### config.mk
export PLATFORM = sky130hd
export DESIGN_NAME = transport_stream_pat_section_parser_core
export DESIGN_NICKNAME = d
export VERILOG_FILES = /design/src/rtl/tspat_pkg.sv /design/src/rtl/transport_stream_pat_section_parser_core.sv
export SDC_FILE = /design/constraint.sdc
export NUM_CORES = 1
export LEC_CHECK = 0
export BUFFER_PORTS_ARGS = -buffer_cell sky130_fd_sc_hd__buf_2
export CAP_MARGIN = 25
export CORE_MARGIN = 2
export CORE_UTILIZATION = 55
export CTS_BUF_LIST = sky130_fd_sc_hd__clkbuf_16
export CTS_CLUSTER_DIAMETER = 60
export DETAILED_ROUTE_END_ITERATION = 7
export PLACE_DENSITY = 0.74
export SETUP_SLACK_MARGIN = 0.1
export SLEW_MARGIN = 20
export SYNTH_ARGS = -nofsm -noshare
export SYNTH_HDL_FRONTEND = slang
export SYNTH_SLANG_ARGS = --single-unit
### constraint.sdc
create_clock -name clk -period 8.3 [get_ports clk]
set_clock_uncertainty 0.1 [all_clocks]
set_input_delay 0.83 -clock clk [delete_from_list [all_inputs] [get_ports clk]]
set_output_delay 0.83 -clock clk [all_outputs]
set_load 0.02 [all_outputs]
### src/rtl/tspat_pkg.sv
// Package for the transport stream PAT section parser.
// Holds status codes, result kinds, header constants, the output width and the byte-wide CRC-32 update.
// No dependencies.
`default_nettype none

package tspat_pkg;

  // status codes reported in the closing result of a buffer
  typedef enum logic [2:0] {
    ST_OK         = 3'd0,
    ST_SHORT_BUF  = 3'd1,
    ST_SYNTAX     = 3'd2,
    ST_TABLE_ID   = 3'd3,
    ST_SIZE       = 3'd4,
    ST_CRC        = 3'd5,
    ST_SHORT_LEN  = 3'd6
  } status_t;

  // result kinds, carried on tuser
  localparam logic KIND_ENTRY  = 1'b0;
  localparam logic KIND_STATUS = 1'b1;

  // header byte constants
  localparam logic [7:0] TABLE_ID_PAT  = 8'h00;
  localparam logic [7:0] SYNTAX_MASK   = 8'hC0;
  localparam logic [7:0] SYNTAX_VALUE  = 8'h80;
  localparam logic [7:0] LEN_HI_MASK   = 8'h0F;
  localparam logic [11:0] MIN_LENGTH   = 12'd5;
  localparam logic [12:0] MIN_BUF_IDX  = 13'd6;   // seventh byte has index 6
  localparam logic [12:0] FIRST_ENTRY_IDX = 13'd11;

  localparam logic [31:0] CRC_POLY = 32'h04C1_1DB7;
  localparam logic [31:0] CRC_INIT = 32'hFFFF_FFFF;

  localparam int OUT_DATA_W = 88;

  // CRC-32/MPEG-2 update by one byte, MSB first
  function automatic logic [31:0] crc_byte(input logic [31:0] crc_in, input logic [7:0] b);
    logic [31:0] c;
    c = crc_in ^ {b, 24'd0};
    for (int k = 0; k < 8; k++) begin
      if (c[31]) begin
        c = {c[30:0], 1'b0} ^ CRC_POLY;
      end else begin
        c = {c[30:0], 1'b0};
      end
    end
    return c;
  endfunction

endpackage

`default_nettype wire

### src/rtl/transport_stream_pat_section_parser_core.sv
// Top level of the transport stream PAT section parser.
// Uses tspat_pkg for status codes, constants and the CRC-32 byte update.
// Byte-serial header, CRC and entry parsing with a registered result stage.
//
// Usage:
//   Input channel s_*: one section byte per transaction in s_tdata, s_tlast
//   marks the last byte of the supplied buffer.
//   Output channel m_*: m_tuser is the result kind (0 program entry, 1 status).
//   Each program entry is sent as soon as its fourth byte is taken; one status
//   result closes every buffer, at the section end, at an early error or at the buffer end.
//   Bytes after the status are dropped until the next s_tlast.
// Latency and throughput:
//   One byte per cycle while not stalled. A result appears on m_* in the cycle
//   after the byte that causes it. Parsing state and the CRC update by one byte
//   per cycle are all updated in the accept cycle; the result register is the only stage.
// Reset and stall:
//   rst clears all parsing state and m_tvalid. While the receiver
//   holds m_tready low with a result pending, s_tready drops; a taken result
//   frees the register in the same cycle, so no cycles are lost.
`default_nettype none

module transport_stream_pat_section_parser_core
  import tspat_pkg::*;
(
  input  wire logic                  clk,
  input  wire logic                  rst,
  // input stream
  input  wire logic                  s_tvalid,
  output logic                       s_tready,
  input  wire logic [7:0]            s_tdata,   // [7:0] byte_in
  input  wire logic                  s_tlast,   // buffer_end
  // result stream
  output logic                       m_tvalid,
  input  wire logic                  m_tready,
  output logic [OUT_DATA_W-1:0]      m_tdata,   // [15:0] prog_num, [28:16] pid,
                                                // [44:29] stream_id, [49:45] version,
                                                // [50] current_next, [58:51] section_index,
                                                // [66:59] last_section_index,
                                                // [69:67] status, [82:70] consumed_bytes,
                                                // [87:83] zero
  output logic                       m_tuser    // kind
);

  // parsing state
  logic [12:0] byte_count;
  logic [11:0] length_field;
  logic [31:0] crc_register;
  logic [31:0] crc_trailer;
  logic [31:0] entry_shift;
  logic [39:0] header_latch;
  status_t     first_error;
  logic        finished;

  logic [12:0] byte_count_next;
  logic [11:0] length_field_next;
  logic [31:0] crc_register_next;
  logic [31:0] crc_trailer_next;
  logic [31:0] entry_shift_next;
  logic [39:0] header_latch_next;
  status_t     first_error_next;
  logic        finished_next;

  // result formed in the accept cycle
  logic                  res_valid;
  logic [OUT_DATA_W-1:0] res_data;
  logic                  res_kind;

  logic accept;
  assign s_tready = !m_tvalid || m_tready;
  assign accept   = s_tvalid && s_tready;

  // per-byte decode
  logic [12:0] idx;
  logic [13:0] idx_plus1;
  logic [13:0] len_plus2;
  logic [12:0] consumed;
  logic        in_crc_span;
  logic        section_end;
  logic        entry_done;
  logic        early_err;
  status_t     end_code;
  status_t     code;
  logic [7:0]  vbyte;

  always_comb begin
    idx         = byte_count;
    idx_plus1   = {1'b0, idx} + 14'd1;
    len_plus2   = {2'b00, length_field} + 14'd2;
    consumed    = {1'b0, length_field} + 13'd3;

    byte_count_next   = idx + 13'd1;
    length_field_next = length_field;
    first_error_next  = first_error;
    header_latch_next = header_latch;
    finished_next     = finished;

    // header bytes
    if (idx == 13'd0) begin
      if (s_tdata != TABLE_ID_PAT) begin
        first_error_next = ST_TABLE_ID;
      end
    end else if (idx == 13'd1) begin
      if ((s_tdata & SYNTAX_MASK) != SYNTAX_VALUE) begin
        first_error_next = ST_SYNTAX;
      end
      length_field_next = {s_tdata[3:0] & LEN_HI_MASK[3:0], 8'd0};
    end else if (idx == 13'd2) begin
      length_field_next = {length_field[11:8], s_tdata};
      if (first_error == ST_OK && {length_field[11:8], s_tdata} < MIN_LENGTH) begin
        first_error_next = ST_SHORT_LEN;
      end
    end else if (idx <= 13'd7) begin
      header_latch_next = {header_latch[31:0], s_tdata};
    end

    // CRC over the body, trailer capture after it
    in_crc_span       = (idx < 13'd3) || (idx_plus1 < {2'b00, length_field});
    crc_register_next = crc_register;
    crc_trailer_next  = crc_trailer;
    if (in_crc_span) begin
      crc_register_next = crc_byte(crc_register, s_tdata);
    end else begin
      crc_trailer_next = {crc_trailer[23:0], s_tdata};
    end
    entry_shift_next = {entry_shift[23:0], s_tdata};

    // result decisions
    section_end = (first_error_next == ST_OK) && (idx >= 13'd3) &&
                  ({1'b0, idx} == len_plus2);
    early_err   = (first_error_next != ST_OK) && (idx >= MIN_BUF_IDX);
    entry_done  = (first_error_next == ST_OK) && (idx >= FIRST_ENTRY_IDX) &&
                  (idx[1:0] == 2'b11) && ((idx - 13'd2) < {1'b0, length_field});

    if (idx < MIN_BUF_IDX) begin
      end_code = ST_SHORT_BUF;
    end else if (first_error_next != ST_OK) begin
      end_code = first_error_next;
    end else begin
      end_code = ST_SIZE;
    end

    // trailer is not in the CRC span here, so the register is already final
    code = (crc_trailer_next == crc_register) ? ST_OK : ST_CRC;
    if (!section_end) begin
      code = s_tlast ? end_code : first_error_next;
    end

    vbyte     = header_latch_next[23:16];
    res_valid = 1'b0;
    res_kind  = KIND_ENTRY;
    res_data  = '0;
    if (section_end || s_tlast || early_err) begin
      res_valid           = 1'b1;
      res_kind            = KIND_STATUS;
      res_data[69:67]     = code;
      if (code == ST_OK) begin
        res_data[44:29] = header_latch_next[39:24];
        res_data[49:45] = vbyte[5:1];
        res_data[50]    = vbyte[0];
        res_data[58:51] = header_latch_next[15:8];
        res_data[66:59] = header_latch_next[7:0];
        res_data[82:70] = consumed;
      end
      finished_next = 1'b1;
    end else if (entry_done) begin
      res_valid       = 1'b1;
      res_data[15:0]  = entry_shift_next[31:16];
      res_data[28:16] = entry_shift_next[12:0];
    end

    // bytes after a status are ignored
    if (finished) begin
      res_valid         = 1'b0;
      byte_count_next   = byte_count;
      length_field_next = length_field;
      crc_register_next = crc_register;
      crc_trailer_next  = crc_trailer;
      entry_shift_next  = entry_shift;
      header_latch_next = header_latch;
      first_error_next  = first_error;
      finished_next     = finished;
    end
  end

  // parsing state registers; buffer end returns everything to reset values
  always_ff @(posedge clk) begin
    if (rst || (accept && s_tlast)) begin
      byte_count   <= '0;
      length_field <= '0;
      crc_register <= CRC_INIT;
      crc_trailer  <= '0;
      entry_shift  <= '0;
      header_latch <= '0;
      first_error  <= ST_OK;
      finished     <= 1'b0;
    end else if (accept) begin
      byte_count   <= byte_count_next;
      length_field <= length_field_next;
      crc_register <= crc_register_next;
      crc_trailer  <= crc_trailer_next;
      entry_shift  <= entry_shift_next;
      header_latch <= header_latch_next;
      first_error  <= first_error_next;
      finished     <= finished_next;
    end
  end

  // result register
  always_ff @(posedge clk) begin
    if (rst) begin
      m_tvalid <= 1'b0;
    end else if (s_tready) begin
      m_tvalid <= accept && res_valid;
    end
  end

  always_ff @(posedge clk) begin
    if (accept && res_valid) begin
      m_tdata <= res_data;
      m_tuser <= res_kind;
    end
  end

endmodule

`default_nettype wire

After elaboration in Yosys (flattened, before gate mapping)
Index checks and enable logic that the tools add are counted.
{ "op_classes": {"bitwise_logic": 14, "n_addsub": 5, "eq_ne": 6, "order_cmp": 9, "n_mux": 38, "n_reduce_logical": 30} }
{ "ops": {"columns": ["op", "count"], "rows": [
  ["2-to-1 mux 32 bit", 8],
  ["2-to-1 mux 27 bit", 8],
  ["2-to-1 mux 40 bit", 4],
  ["NOT 14 bit", 8],
  ["2-to-1 mux 3 bit", 11],
  ["equality test 32 bit", 1],
  ["bitwise XOR 32 bit", 1],
  ["adder 12 x 2 -> 13 bit (second input constant)", 2],
  ["adder 13 x 1 -> 14 bit (second input constant)", 1],
  ["< comparator 14 x 12 -> 1 bit", 1],
  ["adder 13 x 1 -> 13 bit (second input constant)", 1],
  ["equality test 13 x 1 -> 1 bit (second input constant)", 1],
  ["equality test 13 bit", 1],
  ["equality test 13 x 2 -> 1 bit (second input constant)", 1],
  ["greater-or-equal comparator 13 x 2 -> 1 bit (second input constant)", 1],
  ["greater-or-equal comparator 13 x 3 -> 1 bit (second input constant)", 1],
  ["greater-or-equal comparator 13 x 4 -> 1 bit (second input constant)", 1],
  ["<= comparator 13 x 3 -> 1 bit (second input constant)", 1],
  ["zero test 13 bit", 1],
  ["< comparator 13 x 12 -> 1 bit", 1],
  ["< comparator 13 x 2 -> 1 bit (second input constant)", 1],
  ["< comparator 13 x 3 -> 1 bit (second input constant)", 1],
  ["subtractor 13 x 2 -> 13 bit (second input constant)", 1],
  ["< comparator 12 x 3 -> 1 bit (second input constant)", 1],
  ["other kinds (18)", 43]
]} }
{ "totals": {"input_bits": 13, "reg_bits": 242, "word_cells": 117} }

Depth between registers and ports, before layout
Gate-level depths: netlist (run 1).
{ "depth": {"ltp_word": 24, "ltp_mapped": 17, "mapped_depth_nobuf": 15} }

Least setup slack after synthesis (run 1)
No wires, ideal clock.
{ "synth_timing": {"path_type": "input-to-reg", "startpoint": "input s_tdata[3]", "endpoint": "register m_tdata[0] (enable)", "slack_ns": 3.485, "required_time_ns": 7.763, "setup_time_ns": 0.437, "cell_stages": 9, "t_arrival_ns": 4.278, "path_cell_list": "clkbuf_1 or4_1 o21ai_0 a211o_1 and3_4 o2111ai_2 o21ai_2 o21ai_0 inv_1"} }
{ "synth_via": {"elab_chain_cells": 14, "elab_cells_between_ends": 22, "classes_between": "1 x order compare; 8 x mux; 13 x reduce/logical"} }
{ "synth_lines": {"columns": ["item", "line", "text"], "rows": [
  ["start: declaration", "transport_stream_pat_section_parser_core.sv:30", "input wire logic [7:0] s_tdata,"],
  ["< comparator 12 x 3 -> 1 bit", "transport_stream_pat_section_parser_core.sv:109", "if (first_error == ST_OK && {length_field[11:8], s_tdata} < MIN_LENGTH) begin"],
  ["logical AND 1 bit", "transport_stream_pat_section_parser_core.sv:109", null],
  ["2-to-1 mux 3 bit", "transport_stream_pat_section_parser_core.sv:109", null],
  ["2-to-1 mux 3 bit", "transport_stream_pat_section_parser_core.sv:107", "end else if (idx == 13'd2) begin"],
  ["2-to-1 mux 3 bit", "transport_stream_pat_section_parser_core.sv:102", "end else if (idx == 13'd1) begin"],
  ["2-to-1 mux 3 bit (*)", "transport_stream_pat_section_parser_core.sv:98", "if (idx == 13'd0) begin"],
  ["zero test 3 bit", "transport_stream_pat_section_parser_core.sv:128, transport_stream_pat_section_parser_core.sv:131", null],
  ["logical AND 1 bit, on equally long branches (2 in series)", "transport_stream_pat_section_parser_core.sv:131, transport_stream_pat_section_parser_core.sv:128", null],
  ["logical AND 1 bit or logical OR 1 bit (tied branches)", "transport_stream_pat_section_parser_core.sv:132, transport_stream_pat_section_parser_core.sv:152", null],
  ["2-to-1 mux 1 bit or logical OR 1 bit (tied branches)", "transport_stream_pat_section_parser_core.sv:165, transport_stream_pat_section_parser_core.sv:152", null],
  ["2-to-1 mux 1 bit (*)", "transport_stream_pat_section_parser_core.sv:152", "if (section_end || s_tlast || early_err) begin"],
  ["2-to-1 mux 1 bit (*)", "transport_stream_pat_section_parser_core.sv:172", "if (finished) begin"],
  ["logical AND 1 bit (*)", "transport_stream_pat_section_parser_core.sv:218", "if (accept && res_valid) begin"],
  ["end signal: assignment", "transport_stream_pat_section_parser_core.sv:219", "m_tdata <= res_data;"],
  ["end: declaration", "transport_stream_pat_section_parser_core.sv:35", "output logic [OUT_DATA_W-1:0] m_tdata,"]
]} }
Mark *: on every way between the ends. The rest lies on a longest branch, timed or not.
A chain may end at the register's enable or synchronous reset.

Worst setup path in the final report (run 1)
{ "layout_timing": {"startpoint": "register byte_count[2]", "endpoint": "register m_tdata[50] (enable)"} }
{ "layout_via": {"elab_chain_cells": 12, "elab_cells_between_ends": 26, "classes_between": "1 x add/sub; 4 x order compare; 3 x eq/ne; 6 x mux; 12 x reduce/logical"} }
{ "layout_lines": {"columns": ["item", "line", "text"], "rows": [
  ["start: declaration", "transport_stream_pat_section_parser_core.sv:45", "logic [12:0] byte_count;"],
  ["start signal: assignment", "transport_stream_pat_section_parser_core.sv:197", "byte_count <= byte_count_next;"],
  ["parallel branches: the longest is 9 deep, another holds subtractor 13 x 2 -> 13 bit", null, null],
  ["2-to-1 mux 1 bit (*)", "transport_stream_pat_section_parser_core.sv:152", null],
  ["2-to-1 mux 1 bit (*)", "transport_stream_pat_section_parser_core.sv:172", null],
  ["logical AND 1 bit (*)", "transport_stream_pat_section_parser_core.sv:218", null]
]} }
Mark *: on every way between the ends.

==> run summary, run 1 <==
POWER
----------------------------------------------------------------------------------------
Proportion of total power due to net switching                                    29.12%
Pwr Total                                                                       2.919 mW
Net Sw Power                                                                   0.8500 mW
Relative contribution of combinational cells to total power                        17.8%
Seq pwr share                                                                      45.4%
Pwr Density                                                                 212.0 nW/µm²
Int Power                                                                       2.069 mW
Fraction of power consumed by the clock network                                    36.8%
IR Drop Worst-Case VDD                                                         0.1564 mV
Lkg Pwr                                                                         5.149 nW

SETUP PATH
----------------------------------------------------------------------------------------
Startpoint class of the critical path                                               flop
Critical path class                                                         flop to flop
Worst endpoint data arrival time                                                 4720 ps
Crit-path max FO                                                                      60
WP data required                                                                 8430 ps
Worst reg2reg setup slack                                                        3710 ps
Worst Setup End Kind                                                                flop

DRT
----------------------------------------------------------------------------------------
Remaining antenna violation count after routing                                        0
Detail-routed net length per standard cell                                      18.03 µm
Final routed wirelength across all metal layers                                 31170 µm
Final routed DRC violation total                                                       0
Total number of vias                                                               10010
Via density                                                                        5.788
Initial detailed-routing violation count                                             952
Pre-Repair DR Iteration Count                                                          5

STA
----------------------------------------------------------------------------------------
Worst hold margin                                                               348.9 ps
Slew at the pin closest to its max-slew limit                                    1032 ps
Relative slew margins                                                             30.70%
Time the worst path needs with I/O delays and setup                              4590 ps
Maximum operating frequency                                                    217.9 MHz
Final hold violations                                                                  0
Portion of the clock cycle consumed by the worst path in the final layout         55.30%
Number of max-slew violations in the final report                                      0
Setup repair after global routing missed its margin                                   no
Final total negative setup slack                                                    0 ps
Final setup viols                                                                      0

FLOORPLAN
----------------------------------------------------------------------------------------
I/O pin cnt                                                                          104
Core region area                                                               21960 µm²
Die boundary width                                                              153.8 µm
Initial core utilization                                                          56.22%
Die boundary height                                                             153.8 µm
Cell Rows                                                                             54
Area of the die                                                                23660 µm²

LOGIC SYNTHESIS
----------------------------------------------------------------------------------------
Post-synth cell types                                                                 63
Synthesized cell area                                                          12350 µm²
Top cell type by total area after synthesis                                 sky130_fd_sc_hd__dfxtp_1
Dominant cells by area after synthesis                                      sky130_fd_sc_hd__dfxtp_1 26%, sky130_fd_sc_hd__edfxtp_1 20%, sky130_fd_sc_hd__nand2_1 8.3%, sky130_fd_sc_hd__xnor2_1 7.8%, sky130_fd_sc_hd__a21oi_1 5.5%
Part of the Yosys area used for sequential elements                               46.05%
Average cell area after synthesis                                              8.914 µm²
Top_reg_cell synth                                                          sky130_fd_sc_hd__dfxtp_1
Yosys warns                                                                            0
Number of enable-type register cells in the synthesized netlist                       84
Share of the synthesized area in the top cell type                                25.62%
Cells after synthesis                                                               1385
Number of synthesized register bits                                                  242
Share of async-settable or async-resettable flops after synthesis                     0%

PLACED DESIGN
----------------------------------------------------------------------------------------
Dpl hpwl                                                                        20800 µm
RePlAce Congestion                                                                0.9522
PortBufs                                                                              98

CLOCKING
----------------------------------------------------------------------------------------
Number of buffers created by CTS                                                      26
CTS Buffer Depth                                                                       3
CTS resizes                                                                            0
Clock sink count                                                                     242
Latest clock arrival within the worst-skew pair                                   530 ps
Clock tree from TritonCTS                                                            yes
Clock transition at the registers of the reported paths                            60 ps
Hold Buf Count CTS                                                                     0
Root buffer selected by CTS                                                 sky130_fd_sc_hd__clkbuf_16
Post-CTS setup buffers                                                                 0
Maximum level of the CTS H-tree                                                        1

FINISH
----------------------------------------------------------------------------------------
Commonest cells after routing, fill and taps aside                          273 x sky130_fd_sc_hd__nand2_1, 158 x sky130_fd_sc_hd__dfxtp_1, 136 x sky130_fd_sc_hd__a21oi_1
Leading cell type in the layout, fill and taps excluded                     sky130_fd_sc_hd__nand2_1
Synth-to-layout area growth                                                       11.53%
Count of antenna diodes in the layout                                                  0
Share of final-layout standard cells stronger than drive strength 1               11.87%
# nets final                                                                        1476
Final core utilization                                                            62.71%

GLOBAL ROUTE
----------------------------------------------------------------------------------------
Met3 usage                                                                        4.397%
Highest-utilization routing layer at the global route stage                         met2
Global-route usage over all layers                                                26.00%
Met2 Resource Use GR                                                              42.19%
Congestion Overflow GR                                                                 0
Grt met1 use                                                                      36.34%
Vias in the first global route                                                      9405
First-pass GRT wire length                                                      50200 µm
Number of antenna violations at the first check in global routing                      0
Maximum number of pins on one net before global-route repair                         103

HOLD PATH
----------------------------------------------------------------------------------------
Type of the worst min-delay path                                            flop to flop

OUTCOME
----------------------------------------------------------------------------------------
Status                                                                      complete, no violations

FLOW RUN
----------------------------------------------------------------------------------------
Max-cap violations                                                                     0

worst max-delay path, cell delays in order, from the launching register on:
cell and delay (ps):
sky130_fd_sc_hd__dfxtp_1 680, sky130_fd_sc_hd__inv_1 260, sky130_fd_sc_hd__ha_1 280, sky130_fd_sc_hd__nand2b_1 160
sky130_fd_sc_hd__nor4_1 80, sky130_fd_sc_hd__xor2_1 170, sky130_fd_sc_hd__ha_1 310, sky130_fd_sc_hd__nand2_1 80
sky130_fd_sc_hd__a211o_1 290, sky130_fd_sc_hd__a31oi_1 530, sky130_fd_sc_hd__nor2_1 130, sky130_fd_sc_hd__o21ai_0 510
sky130_fd_sc_hd__clkinv_2 110, sky130_fd_sc_hd__buf_4 260, sky130_fd_sc_hd__buf_16 260
layer usage:
metal,part of all wire (%),up-vias,routed length (µm)
met5,0,-,0
met4,2.1,0,663
met3,7.7,64,2391
met2,47,390,14510
met1,44,4731,13600
li1,-,4823,-
state kept, by name, indices dropped and copies added, names as in the netlist:
name	flops
finished	1
first_error	3
m_tdata	83
m_tuser	1
header_latch	40
crc_register	32
byte_count	13
crc_trailer	32
length_field	12
m_tvalid	1
entry_shift	24
cell families after synthesis:
logic type / share of synthesized area, %
buffers and inverters: 4.520
flip-flops: 46.05
AND/OR/NAND/NOR: 18.47
other: 0.03038
adder cells (fa/ha/maj): 3.446
XOR/XNOR: 12.13
AO/OA/AOI/OAI: 12.92
multiplexers: 2.432
cells in the mapped netlist (2+ instances only):
cell                        instances
sky130_fd_sc_hd__o31ai_1            2
sky130_fd_sc_hd__or4_4              3
sky130_fd_sc_hd__or3_1              9
sky130_fd_sc_hd__and2_1            29
sky130_fd_sc_hd__nor3_1            19
sky130_fd_sc_hd__a221o_1            3
sky130_fd_sc_hd__o211ai_1          37
sky130_fd_sc_hd__o221ai_1           4
sky130_fd_sc_hd__buf_2              8
sky130_fd_sc_hd__nand2_1          273
sky130_fd_sc_hd__mux2i_1           30
sky130_fd_sc_hd__clkbuf_1          77
sky130_fd_sc_hd__a222oi_1           2
sky130_fd_sc_hd__or4_1              4
sky130_fd_sc_hd__and3_1             6
sky130_fd_sc_hd__o2111ai_1          3
sky130_fd_sc_hd__o22ai_1            2
sky130_fd_sc_hd__nor2b_1            3
sky130_fd_sc_hd__a211oi_1           3
sky130_fd_sc_hd__nor4_1            17
sky130_fd_sc_hd__a21oi_1          136
sky130_fd_sc_hd__xnor2_1          110
sky130_fd_sc_hd__nor2_1            99
sky130_fd_sc_hd__a22oi_1            9
sky130_fd_sc_hd__o21a_1             7
sky130_fd_sc_hd__dfxtp_1          158
sky130_fd_sc_hd__buf_4              6
sky130_fd_sc_hd__a2111oi_0          3
sky130_fd_sc_hd__a31oi_1            9
sky130_fd_sc_hd__xor2_1            61
sky130_fd_sc_hd__buf_1              7
sky130_fd_sc_hd__nand2b_1           6
sky130_fd_sc_hd__o21ai_0           22
sky130_fd_sc_hd__or2_2              3
sky130_fd_sc_hd__nand3_1           14
sky130_fd_sc_hd__and4_1             3
sky130_fd_sc_hd__a211o_1            3
sky130_fd_sc_hd__nor3b_1            2
sky130_fd_sc_hd__a21o_1             3
sky130_fd_sc_hd__ha_1              34
sky130_fd_sc_hd__buf_6              2
sky130_fd_sc_hd__nand4_1           15
sky130_fd_sc_hd__inv_1             36
sky130_fd_sc_hd__edfxtp_1          84
power by group through the flow:
stage / clock [mW] / combinational, mW / sequential [mW]
global placement: 0 / 0.499 / 1.35
global route: 1.14 / 0.563 / 1.33
floorplan: 0 / 0.380 / 1.35
detailed placement: 0 / 0.506 / 1.35
finish: 1.07 / 0.519 / 1.33
CTS: 1.09 / 0.511 / 1.33
final timing paths:
path,from,end,cells past startpoint
worst min register to register,entry_shift[21],entry_shift[21],2
worst min-delay path,entry_shift[21],entry_shift[21],2
worst max-delay path,byte_count[2],m_tdata[50],14
worst max register to register,byte_count[2],m_tdata[50],14
stage by stage:
step	cell area (µm²)	instances	setup slack, ps
3_3_place_gp	12900	1677	3685
2_1_floorplan	12360	1389	3485
6_report	13770	1729	3710
3_5_place_dp	12930	1679	3662
4_1_cts	13730	1727	3683
5_1_grt	13770	1729	3530
area by class of cell:
type                    instances  area, µm²
clock buffers                  27      675.6
clock inverters                21      122.6
well taps                     280      350.3
fillers                      1876       8189
repair buffers                112      631.9
inverters                      36      136.4
multi-input cells            1011       6167
flip-flops and latches        242       5685
Power figures use the tool's default switching activity.
==> inputs of run 2 (changes only) <==
- ABC_AREA: unset -> 1
- clock period: 8.3 -> 4.7 ns (I/O delays scaled with it)
==> run 2 against run 1 <==
Against the previous run:
- flip-flop and latch count is the same
- non-clock buffer count is 3 higher
- sequential share of layout area shrank 2.5 points
- area after synthesis increased by 5.5%
- first-iteration DRC count is 5.7% lower
- die area rose by 5.3%
- synthesized cell count grew 16%
- largest power group unchanged
==> run summary, run 2 <==
OUTCOME
----------------------------------------------------------------------------------------
Status                                                                      complete, no violations

SETUP PATH
----------------------------------------------------------------------------------------
Critical path class                                                         flop to flop
Cell seen most often among critical-path stages                             sky130_fd_sc_hd__nand2_1
Startpoint class of the critical path                                               flop
Worst Setup End Kind                                                                flop
Worst reg2reg setup slack                                                         580 ps
WP data required                                                                 4990 ps
Delay of the slowest cell on the worst path                                       450 ps
R2R Path Start                                                              byte_count[1]
Worst endpoint data arrival time                                                 4400 ps
Crit-path max FO                                                                      35
Origin of the worst setup path                                              byte_count[1]
Max stage delay cell, worst path                                            sky130_fd_sc_hd__dfxtp_1

FINISH
----------------------------------------------------------------------------------------
Max FFs per register                                                                  83
Count of antenna diodes in the layout                                                  0
Synth-to-layout area growth                                                       12.66%
Final core utilization                                                            62.88%
Register cell area after layout                                                 5687 µm²
Area taken by multi-input logic gates                                           6165 µm²
Number of non-filler instances in the completed layout                              2019
Leading cell type in the layout, fill and taps excluded                     sky130_fd_sc_hd__nand2_1
# nets final                                                                        1726
Share of final-layout standard cells stronger than drive strength 1               13.88%
Largest registers                                                           m_tdata: 83 flops, header_latch: 40 flops
Post-route cell area                                                           14670 µm²
Top register by number of flip-flops                                             m_tdata
Filler Cell Count                                                                   2008
Commonest cells after routing, fill and taps aside                          319 x sky130_fd_sc_hd__nand2_1, 215 x sky130_fd_sc_hd__inv_1, 157 x sky130_fd_sc_hd__dfxtp_1

GLOBAL ROUTE
----------------------------------------------------------------------------------------
Congestion Overflow GR                                                                 0
Global-route usage over all layers                                                26.16%
Maximum number of pins on one net before global-route repair                          93
Number of antenna violations at the first check in global routing                      0
First-pass GRT wire length                                                      51630 µm
Vias in the first global route                                                      9917

CLOCKING
----------------------------------------------------------------------------------------
Maximum level of the CTS H-tree                                                        1
Clock sink count                                                                     242
Hold Buf Count CTS                                                                     0
Clock transition at the registers of the reported paths                            60 ps
Latest clock arrival within the worst-skew pair                                   540 ps
Root buffer selected by CTS                                                 sky130_fd_sc_hd__clkbuf_16
CTS Buffer Depth                                                                       3
Number of buffers created by CTS                                                      27
Clock tree from TritonCTS                                                            yes

POWER
----------------------------------------------------------------------------------------
Pwr Density                                                                 493.6 nW/µm²
Pwr Total                                                                       7.242 mW
Lkg Pwr                                                                         6.932 nW
IR Drop Worst-Case VDD                                                         0.2886 mV

DRT
----------------------------------------------------------------------------------------
Final routed wirelength across all metal layers                                 32620 µm
Total number of vias                                                               10850
Pre-Repair DR Iteration Count                                                          5
Remaining antenna violation count after routing                                        0
Initial detailed-routing violation count                                             898
Detail-routed net length per standard cell                                      16.16 µm
Via density                                                                        5.373
Final routed DRC violation total                                                       0

FLOORPLAN
----------------------------------------------------------------------------------------
Area of the die                                                                24920 µm²
Die boundary width                                                              157.9 µm
Core region area                                                               23330 µm²
Initial core utilization                                                          55.81%
Cell Rows                                                                             56
Die boundary height                                                             157.9 µm
I/O pin cnt                                                                          104

STA
----------------------------------------------------------------------------------------
Relative slew margins                                                             27.68%
Setup repair after global routing missed its margin                                   no
Number of max-slew violations in the final report                                      0
Portion of the clock cycle consumed by the worst path in the final layout         87.59%
Worst hold margin                                                               80.21 ps
Final setup viols                                                                      0
Final hold violations                                                                  0
Maximum operating frequency                                                    242.9 MHz
Slew at the pin closest to its max-slew limit                                    1077 ps
Final total negative setup slack                                                    0 ps
Setup slack of the critical path after layout                                   583.3 ps
Time the worst path needs with I/O delays and setup                              4117 ps

PLACED DESIGN
----------------------------------------------------------------------------------------
Minimum setup slack after placement                                             402.9 ps
RePlAce Congestion                                                                0.9443
Area post-placement                                                            13700 µm²
PortBufs                                                                              98
Dpl hpwl                                                                        22350 µm
Number of placed cells counting well taps                                           1968

LOGIC SYNTHESIS
----------------------------------------------------------------------------------------
Number of synthesized register bits                                                  242
Share of the synthesized area in the top cell type                                24.29%
Share of async-settable or async-resettable flops after synthesis                     0%
Cells after synthesis                                                               1610
Part of the Yosys area used for sequential elements                               43.66%
Commonest cells post-synth                                                  319 x sky130_fd_sc_hd__nand2_1, 213 x sky130_fd_sc_hd__inv_1, 158 x sky130_fd_sc_hd__dfxtp_1
Post-synth cell types                                                                 43
Synthesized cell area                                                          13020 µm²
Average cell area after synthesis                                              8.089 µm²
Top_reg_cell synth                                                          sky130_fd_sc_hd__dfxtp_1
Top cell type by total area after synthesis                                 sky130_fd_sc_hd__dfxtp_1
Dominant cells by area after synthesis                                      sky130_fd_sc_hd__dfxtp_1 24%, sky130_fd_sc_hd__edfxtp_1 19%, sky130_fd_sc_hd__nand2_1 9.2%, sky130_fd_sc_hd__inv_1 6.1%, sky130_fd_sc_hd__xor2_1 5.7%
Number of enable-type register cells in the synthesized netlist                       84
Leading cell type by number of instances after synthesis                    sky130_fd_sc_hd__nand2_1
Yosys warns                                                                            0

FLOW RUN
----------------------------------------------------------------------------------------
Max-cap violations                                                                     0

HOLD PATH
----------------------------------------------------------------------------------------
Type of the worst min-delay path                                            primary input to flop
Hold path startpoint                                                                 rst

run 2: cell types whose count changed in the layout (fill, tap and decap cells not counted), moves of 29 or more:
cell                       previous run  this run
sky130_fd_sc_hd__o21ai_0             22        96
sky130_fd_sc_hd__inv_1               42       215
sky130_fd_sc_hd__nor2_2               2        41
sky130_fd_sc_hd__nand3_1             13        89
sky130_fd_sc_hd__and2_1              29         0
sky130_fd_sc_hd__a21oi_1            136        79
sky130_fd_sc_hd__nand2_1            273       319
sky130_fd_sc_hd__o211ai_1            37        67
sky130_fd_sc_hd__xnor2_1            110        25
run 2: final timing paths:
| kind | to | cells past startpoint |
|---|---|---|
| setup / recovery | m_tdata[51] | 31 |
| hold / removal | m_tvalid | 2 |
| setup reg to reg | m_tdata[51] | 31 |
| hold reg to reg | entry_shift[20] | 2 |
run 2: metal layers:
layer  vias up  track usage (%)  share of wire (%)
li1       5399                -                  -
met1      5035            37.01                 45
met2       350            41.84                 46
met3        64            3.723                7.1
met4         0            7.359                2.4
met5         -                0                  0
run 2: final cells by class:
type                    instances  share of cell area, %
multi-input cells            1074                  42.02
flip-flops and latches        242                  38.76
inverters                     219                  5.620
clock buffers                  28                  4.776
repair buffers                115                  4.520
well taps                     319                  2.720
clock inverters                22                  1.586
run 2: cells by family after synthesis:
| kind of cell | count (synthesis) | synth area share (%) |
|---|---|---|
| AO/OA/AOI/OAI | 277 | 12.63 |
| XOR/XNOR | 111 | 7.523 |
| adder cells (fa/ha/maj) | 34 | 3.267 |
| buffers and inverters | 299 | 9.464 |
| flip-flops | 242 | 43.66 |
| multiplexers | 30 | 2.306 |
| other | 1 | 0.02880 |
| AND/OR/NAND/NOR | 616 | 21.12 |
run 2: what timing repair did:
| item | CTS | global route |
|---|---|---|
| setup buffers | 0 | 0 |
| setup endpoints to repair | 0 | 53 |
| resized for setup | 0 | 4 |
run 2: power by group:
part / leakage, nW / switching, mW / internal [mW]
clock: 0.474 / 0.875 / 1.31
combinational: 4.35 / 1.62 / 0.797
sequential: 2.11 / 0.173 / 2.47
run 2: critical path: cells and delay by family (launching register included):
kind / cells / cell delay, ps
fa+ha+maj: 2 / 500
buf+inv: 5 / 670
flops: 1 / 450
simple gates: 24 / 2220
==> inputs of run 3 (changes only) <==
- CTS_BUF_LIST: sky130_fd_sc_hd__clkbuf_16 -> unset
==> run 3 against run 2 <==
Against the previous run:
- clock power about the same
- maximum frequency down 0.13%
- non-clock buffer count unchanged
- power up 0.31%
- via count up 0.18%
==> run summary, run 3 (synthesis gave the netlist of run 2 again) <==
OUTCOME
----------------------------------------------------------------------------------------
Status                                                                      complete, no violations

STA
----------------------------------------------------------------------------------------
Final setup viols                                                                      0
Worst hold margin                                                               81.87 ps
Number of max-slew violations in the final report                                      0
Relative slew margins                                                             30.71%
Time the worst path needs with I/O delays and setup                              4122 ps
Maximum operating frequency                                                    242.6 MHz
Setup repair after global routing missed its margin                                   no
Portion of the clock cycle consumed by the worst path in the final layout         87.70%
Slew at the pin closest to its max-slew limit                                    1032 ps
Final hold violations                                                                  0
Final total negative setup slack                                                    0 ps

SETUP PATH
----------------------------------------------------------------------------------------
Cell seen most often among critical-path stages                             sky130_fd_sc_hd__nand2_1
Critical path class                                                         flop to flop
Worst R2R Path Depth                                                                  31
Delay of the slowest cell on the worst path                                       450 ps
WP data required                                                                 4990 ps
Worst endpoint data arrival time                                                 4410 ps
Worst Setup End Kind                                                                flop
Startpoint class of the critical path                                               flop
Crit-path max FO                                                                      35
Max stage delay cell, worst path                                            sky130_fd_sc_hd__dfxtp_1

DRT
----------------------------------------------------------------------------------------
Detail-routed net length per standard cell                                      16.16 µm
Final routed wirelength across all metal layers                                 32640 µm
Wire length on met2                                                             15010 µm
Total number of vias                                                               10870
Total met3 wirelength after detailed routing                                     2337 µm
Pre-Repair DR Iteration Count                                                          5
Total routed wire length on the met1 layer                                      14440 µm
Top metal layer carrying routed signals                                             met4
Via density                                                                        5.380
Initial detailed-routing violation count                                             894
Remaining antenna violation count after routing                                        0
Final routed DRC violation total                                                       0

FINISH
----------------------------------------------------------------------------------------
Top register by number of flip-flops                                             m_tdata
Synth-to-layout area growth                                                       12.76%
Filler Cell Count                                                                   2004
Leading cell type in the layout, fill and taps excluded                     sky130_fd_sc_hd__nand2_1
# nets final                                                                        1726
Max FFs per register                                                                  83
Share of final-layout standard cells stronger than drive strength 1               13.94%
Register cell area after layout                                                 5687 µm²
Commonest cells after routing, fill and taps aside                          319 x sky130_fd_sc_hd__nand2_1, 211 x sky130_fd_sc_hd__inv_1, 157 x sky130_fd_sc_hd__dfxtp_1
Largest registers                                                           m_tdata: 83 flops, header_latch: 40 flops
Area taken by multi-input logic gates                                           6165 µm²

HOLD PATH
----------------------------------------------------------------------------------------
Type of the worst min-delay path                                            primary input to flop
Min-Delay Path Depth                                                                   2

GLOBAL ROUTE
----------------------------------------------------------------------------------------
Vias in the first global route                                                      9945
Maximum number of pins on one net before global-route repair                          93
Number of antenna violations at the first check in global routing                      1
Congestion Overflow GR                                                                 0
Global-route usage over all layers                                                26.20%
First-pass GRT wire length                                                      51700 µm

FLOORPLAN
----------------------------------------------------------------------------------------
Die boundary height                                                             157.9 µm
Die boundary width                                                              157.9 µm
Initial core utilization                                                          55.81%
Area of the die                                                                24920 µm²
Core region area                                                               23330 µm²
I/O pin cnt                                                                          104
Cell Rows                                                                             56

PLACED DESIGN
----------------------------------------------------------------------------------------
PortBufs                                                                              98
Dpl hpwl                                                                        22350 µm
RePlAce Congestion                                                                0.9443

POWER
----------------------------------------------------------------------------------------
IR Drop Worst-Case VDD                                                         0.2904 mV
Pwr Density                                                                 494.7 nW/µm²
Lkg Pwr                                                                         6.921 nW

FLOW RUN
----------------------------------------------------------------------------------------
Max-cap violations                                                                     0

CLOCKING
----------------------------------------------------------------------------------------
Clock sink count                                                                     242
Root buffer selected by CTS                                                 sky130_fd_sc_hd__clkbuf_16
Clock tree from TritonCTS                                                            yes
Clock transition at the registers of the reported paths                            60 ps
Maximum level of the CTS H-tree                                                        1
Latest clock arrival within the worst-skew pair                                   540 ps
Number of buffers created by CTS                                                      27
CTS Buffer Depth                                                                       3
Hold Buf Count CTS                                                                     0

run 3: area by class of cell:
type	instances	area share, %
timing repair buffer	115	4.516
antenna	1	0.01704
inverter	219	5.615
clock buffer	33	4.968
clock inverter	17	1.457
tap	319	2.718
sequential	242	38.73
multi-input combinational	1074	41.98
run 3: repair_timing:
item | 4_1_cts | 5_1_grt
buffers inserted | 0 | 0
gates resized for setup | 0 | 4
setup endpoints to repair | 0 | 53
endpoints found under the hold margin | 0 | 0
run 3: report_power, final:
group          total [mW]  switching [mW]  leakage (nW)  internal, mW
Sequential           2.64           0.173          2.11          2.47
Clock                2.21           0.874         0.463          1.34
Combinational        2.41            1.61          4.35         0.797
Total                7.26            2.66          6.92          4.60
run 3: final timing paths:
| path | start | to | slack (ps) |
|---|---|---|---|
| worst min-delay path | rst | m_tvalid | 80 |
| worst min register to register | entry_shift[20] | entry_shift[20] | 350 |
| worst max register to register | byte_count[1] | m_tdata[51] | 580 |
| worst max-delay path | byte_count[1] | m_tdata[51] | 580 |
run 3: layer usage:
layer | vias to the layer above | global-route usage [%]
li1 | 5400 | -
met1 | 5031 | 37.04
met2 | 369 | 41.68
met3 | 67 | 3.723
met4 | 0 | 7.922
met5 | - | 0
run 3: worst max-delay path, delay by kind of cell, from the launching register on:
| kind | cells | cell delay (ps) |
|---|---|---|
| adders and majority gates | 2 | 500 |
| buffers and inverters | 5 | 680 |
| and+or+nand+nor | 24 | 2220 |
| DFF | 1 | 450 |
run 3: per-stage QoR:
step | util [%] | cells | total power [mW] | area [µm²] | setup slack (ps)
5_1_grt | 62.93 | 2020 | 7.681 | 14680 | 122.5
4_1_cts | 62.77 | 2018 | 7.246 | 14650 | 360.9
2_1_floorplan | - | 1614 | 4.482 | 13040 | 506.7
3_5_place_dp | 58.73 | 1968 | 5.024 | 13700 | 402.9
6_report | 62.93 | 2020 | 7.265 | 14680 | 577.9
3_3_place_gp | 58.73 | 1968 | 4.974 | 13700 | 492.4
